===== src/itoa_pkg.sv =====
// itoa_pkg: shared types, format codes and constants for the integer-to-ASCII formatter.
// No dependencies; used by every file in src.
`default_nettype none

package itoa_pkg;

	localparam int unsigned VALUE_W  = 32;
	localparam int unsigned FMT_W    = 2;
	localparam int unsigned CHAR_W   = 8;
	localparam int unsigned COUNT_W  = 4;
	localparam int unsigned DIGIT_W  = 4;
	localparam int unsigned MAX_DIGITS = 10;

	localparam logic [FMT_W-1:0] FMT_SDEC = 2'd0;
	localparam logic [FMT_W-1:0] FMT_UDEC = 2'd1;
	localparam logic [FMT_W-1:0] FMT_HEXL = 2'd2;
	localparam logic [FMT_W-1:0] FMT_HEXU = 2'd3;

	localparam logic [CHAR_W-1:0] ASCII_ZERO   = 8'd48;
	localparam logic [CHAR_W-1:0] ASCII_UPPER  = 8'd55;
	localparam logic [CHAR_W-1:0] ASCII_LOWER  = 8'd87;
	localparam logic [CHAR_W-1:0] ASCII_MINUS  = 8'd45;

	// floor(x / 10) == (x * RECIP10) >> RECIP_SHIFT for every 32-bit x
	localparam logic [VALUE_W-1:0] RECIP10     = 32'hCCCC_CCCD;
	localparam int unsigned        RECIP_SHIFT = 35;

	typedef enum logic [1:0] {
		ST_IDLE,
		ST_CONV,
		ST_EMIT
	} state_t;

	typedef struct packed {
		logic load;
		logic step;
		logic push;
	} cmd_t;

	typedef struct packed {
		logic quot_zero;
		logic out_free;
		logic last_next;
	} sts_t;

	function automatic logic [CHAR_W-1:0] digit_char(input logic [DIGIT_W-1:0] d,
			input logic upper);
		logic [CHAR_W-1:0] dx;
		dx = {{(CHAR_W-DIGIT_W){1'b0}}, d};
		if (d < 4'd10) begin
			return ASCII_ZERO + dx;
		end else if (upper) begin
			return ASCII_UPPER + dx;
		end else begin
			return ASCII_LOWER + dx;
		end
	endfunction

endpackage

`default_nettype wire


===== src/itoa_ctrl.sv =====
// itoa_ctrl: sequencing state machine (accept, digit conversion, character emit).
// Depends on itoa_pkg for state, command and status types.
`default_nettype none

module itoa_ctrl (
	input  wire logic           clk,
	input  wire logic           arst_n,
	input  wire logic           in_valid,
	output logic                in_ready,
	input  itoa_pkg::sts_t      sts,
	output itoa_pkg::cmd_t      cmd
);

	itoa_pkg::state_t state_q;
	itoa_pkg::state_t state_d;

	always_ff @(posedge clk or negedge arst_n) begin
		if (!arst_n) begin
			state_q <= itoa_pkg::ST_IDLE;
		end else begin
			state_q <= state_d;
		end
	end

	always_comb begin
		state_d = state_q;
		case (state_q)
			itoa_pkg::ST_IDLE: begin
				if (in_valid) state_d = itoa_pkg::ST_CONV;
			end
			itoa_pkg::ST_CONV: begin
				if (sts.quot_zero) state_d = itoa_pkg::ST_EMIT;
			end
			itoa_pkg::ST_EMIT: begin
				if (sts.out_free && sts.last_next) state_d = itoa_pkg::ST_IDLE;
			end
			default: begin
				state_d = itoa_pkg::ST_IDLE;
			end
		endcase
	end

	always_comb begin
		in_ready = 1'b0;
		cmd      = '0;
		case (state_q)
			itoa_pkg::ST_IDLE: begin
				in_ready = 1'b1;
				cmd.load = in_valid;
			end
			itoa_pkg::ST_CONV: begin
				cmd.step = 1'b1;
			end
			itoa_pkg::ST_EMIT: begin
				cmd.push = sts.out_free;
			end
			default: begin
				in_ready = 1'b0;
			end
		endcase
	end

	a_load_only_idle: assert property (@(posedge clk) disable iff (!arst_n)
		cmd.load |=> state_q == itoa_pkg::ST_CONV)
		else $error("load did not start conversion");

	a_one_cmd: assert property (@(posedge clk) disable iff (!arst_n)
		$onehot0({cmd.load, cmd.step, cmd.push}))
		else $error("more than one datapath command");

	a_last_to_idle: assert property (@(posedge clk) disable iff (!arst_n)
		(cmd.push && sts.last_next) |=> in_ready)
		else $error("not ready after last character");

endmodule

`default_nettype wire


===== config.mk =====
export PLATFORM = sky130hd
export DESIGN_NAME = itoa_ctrl
export DESIGN_NICKNAME = d
export VERILOG_FILES = /design/src/itoa_pkg.sv /design/src/itoa_ctrl.sv
export SDC_FILE = /design/constraint.sdc
export NUM_CORES = 1
export LEC_CHECK = 0
export BUFFER_PORTS_ARGS = -buffer_cell sky130_fd_sc_hd__buf_2
export CORE_AREA = 2 2 39 41
export CTS_BUF_LIST = sky130_fd_sc_hd__clkbuf_4 sky130_fd_sc_hd__clkbuf_8
export CTS_CLUSTER_DIAMETER = 60
export DETAILED_ROUTE_END_ITERATION = 10
export DIE_AREA = 0 0 41 43
export HOLD_SLACK_MARGIN = 0.02
export SYNTH_ARGS = -nofsm -noshare
export SYNTH_HDL_FRONTEND = slang
export SYNTH_SLANG_ARGS = --single-unit

===== constraint.sdc =====
create_clock -name clk -period 0.8 [get_ports clk]
set_input_delay 0.08 -clock clk [delete_from_list [all_inputs] [get_ports clk]]
set_output_delay 0.08 -clock clk [all_outputs]
set_load 0.02 [all_outputs]

==> insert_results.sql <==
INSERT INTO impl_metrics (metric_group, metric, value, unit) VALUES
('sta', 'grt_setup_unrepaired', 'true', ''),
('clock_network', 'clock-root-buffer', 'clkbuf_4', ''),
('floorplanning', 'start_util', '8.05', '%'),
('global_routing', 'grt_pass1_wl', '627', 'um'),
('critical_path', 'timing.critical_path.fanout_max', '3', ''),
('cells_and_area', 'antennaDiodeCount', '0', ''),
('clock_network', 'cts_htree_levels', '1', ''),
('sta', 'final-max-slew-violation-count', '0', ''),
('critical_path', 'r2r_setup_slack', '-0.20', 'ns'),
('detailed_routing', 'detail_route.iter0.violations', '0', ''),
('sta', 'max-slew-margin-rel', '90.2', '%'),
('sta', 'period_minus_slack', '1.13', 'ns'),
('logic_synthesis', 'synth.distinct_cells', '9', ''),
('floorplanning', 'floorplan.io_pins', '10', ''),
('logic_synthesis', 'yosys-top-cells-area', 'dfrtp_1 45%, and2_1 11%, nand2b_1 11%, a22o_1 7.9%, nor2b_2 7.9%', ''),
('clock_network', 'tritoncts_num_sinks', '2', ''),
('outcome', 'failed_checks', 'setup timing', ''),
('place', 'port_buffers', '9', ''),
('global_routing', 'globalRoute.totalOverflow', '0', ''),
('floorplanning', 'die_area', '1760', 'um^2'),
('hold_path', 'hold-path-cell-count', '2', ''),
('detailed_routing', 'detail_route.first_pass.iterations', '1', ''),
('critical_path', 'critical_path_buf_inv_count', '1', ''),
('place', 'place_hpwl', '242', 'um'),
('detailed_routing', 'post-route-drc-count', '0', ''),
('logic_synthesis', 'share_of_flip_flops_with_an_asynchronous_set_or_reset_after_synthesis', '100', '%'),
('critical_path', 'crit_path_cell_trace', 'nor2b_4 > and2_4 > buf_6', ''),
('power_and_ir_drop', 'power_per_cell_area', '4470', 'nW/um^2'),
('sta', 'report.final.setup_viol', '6', ''),
('sta', 'finalSetupTns', '-1.51', 'ns'),
('power_and_ir_drop', 'peakVddDrop', '0.00174', 'V'),
('global_routing', 'grt_antenna_before_repair', '0', ''),
('cells_and_area', 'largest_registers', 'state_q x2', ''),
('cells_and_area', 'final-instance-count-excl-fill', '46', ''),
('critical_path', 'cp_slowest_cell', 'dfrtp_2', ''),
('logic_synthesis', 'synth_common_cells', '2 x and2_1, 2 x dfrtp_1, 2 x nand2b_1', ''),
('logic_synthesis', 'synthesis.nets', '18', ''),
('critical_path', 'critPathKind', 'register to primary output', ''),
('critical_path', 'timing.critical_path.from_type', 'register', ''),
('clock_network', 'cts-buffers-inserted', '3', ''),
('hold_path', 'hp-start', 'sts[2]', ''),
('sta', 'achievable-frequency', '885', 'MHz'),
('floorplanning', 'row_count', '14', ''),
('sta', 'finClkSkew', '0.00774', 'ns'),
('logic_synthesis', 'ys_seq_elements', '2', ''),
('critical_path', 'startpoint', 'state_q[1]', ''),
('outcome', 'run_status', 'finished, violations left', ''),
('floorplanning', 'coreArea', '1380', 'um^2'),
('place', 'place.detailed.instances', '38', ''),
('global_routing', 'via_count_of_the_first_global_routing_pass', '162', ''),
('flow_run', 'timing.max_cap.violations', '0', ''),
('clock_network', 'cts_max_path_buffers', '2', ''),
('detailed_routing', 'post_drt_via_cell_ratio', '3.43', ''),
('sta', 'tightest_slew', '0.146', 'ns'),
('clock_network', 'tritoncts_clock_tree', 'yes', ''),
('logic_synthesis', 'yosysTopAreaCellShare', '44.9', '%'),
('power_and_ir_drop', 'totalPowerFinal', '1420', 'uW'),
('logic_synthesis', 'synthesis.yosys.warnings', '0', ''),
('clock_network', 'clkLatencyLatePin', '0.23', 'ns'),
('hold_path', 'hold_path_class', 'input pin to register', ''),
('power_and_ir_drop', 'p_leak', '0.000152', 'uW'),
('cells_and_area', 'area_growth', '185', '%'),
('critical_path', 'worst_ep_arrival_time', '1.05', 'ns'),
('clock_network', 'cts.reportedPaths.clkPinSlew', '0.04', 'ns'),
('detailed_routing', 'route.detailed.wl_per_inst', '8.24', 'um'),
('logic_synthesis', 'synth-edff-count', '0', ''),
('cells_and_area', 'fin_nets', '37', ''),
('critical_path', 'cp_top_family', 'flip-flops', ''),
('hold_path', 'worst_hold_path.endpoint', 'state_q[1]', ''),
('sta', 'postLayoutSetupSlackWorst', '-0.330', 'ns'),
('logic_synthesis', 'dominantRegCellSynth', 'dfrtp_1', '');
==> area by class of cell <==
type | instances | area, um^2
tap | 16 | 20.0
multi-input combinational | 10 | 97.6
fill | 157 | 1070
sequential | 2 | 52.6
clock buffer | 4 | 30.0
timing repair buffer | 14 | 118
==> worst reg2reg max path: cells and delay by family, from the launching register on <==
family                 cells  cell delay (ns)
AOI/OAI and AO/OA          1             0.10
buffers and inverters      2             0.26
DFF                        1             0.44
and+or+nand+nor            1             0.13
==> metrics by stage <==
step	instance area, um^2	setup WS, ns	hold WS (ns)
after detailed placement	203	-0.182	-0.131
final	318	-0.330	0.106
after global routing	318	-0.386	0.100
after floorplan	130	-0.0909	-0.216
after CTS	284	-0.339	0.0910
after global placement	203	-0.176	-0.135
==> power by group <==
| part | switching (uW) | total [uW] | internal (uW) |
|---|---|---|---|
| clock | 65.9 | 285 | 220 |
| sequential | 96.8 | 261 | 164 |
| combinational | 329 | 876 | 547 |
==> worst max-delay path by stage <==
stage                       endpoint  slack (ns)  depth (start not counted)
after floorplan           state_q[1]       -0.09                          2
after global placement        cmd[0]       -0.18                          3
after detailed placement      cmd[0]       -0.18                          3
after CTS                     cmd[1]       -0.34                          3
after global routing          cmd[0]       -0.39                          3
final                         cmd[0]       -0.33                          3
==> repair_timing <==
| item | in CTS | in global routing |
|---|---|---|
| pin swaps | 2 | 0 |
| resized for setup | 11 | 4 |
| hold buffers | 1 | 0 |
| endpoints found under the setup margin | 6 | 6 |
| buffers inserted | 1 | 2 |
| endpoints found under the hold margin | 2 | 0 |
==> kinds of logic (layout without fill, tap and decap cells) <==
family,count (synthesis),in the layout,share of synthesized area (%)
AO/OA/AOI/OAI,2,2,12.4
buffers and inverters,0,18,0
flip-flops,2,2,44.9
AND/OR/NAND/NOR,8,8,42.7
==> cell usage in the layout, fill, tap and decap left out <==
cell type	n
buf_4	2
clkbuf_4	4
nor2_4	1
and2_4	2
buf_2	5
a22o_1	1
dlygate4sd3_1	1
buf_6	6
nor2b_4	2
nand2_1	1
nand2b_4	1
dfrtp_2	2
nand2b_1	1
a21oi_2	1
==> per-layer routing <==
layer / GRT usage (%) / vias up / share of wire (%)
met5: 0 / - / 0
met4: 14.0 / 0 / 6.1
li1: - / 75 / -
met1: 7.10 / 70 / 41
met3: 1.57 / 2 / 10
met2: 5.94 / 11 / 42
(Power assumes the default switching activity.)
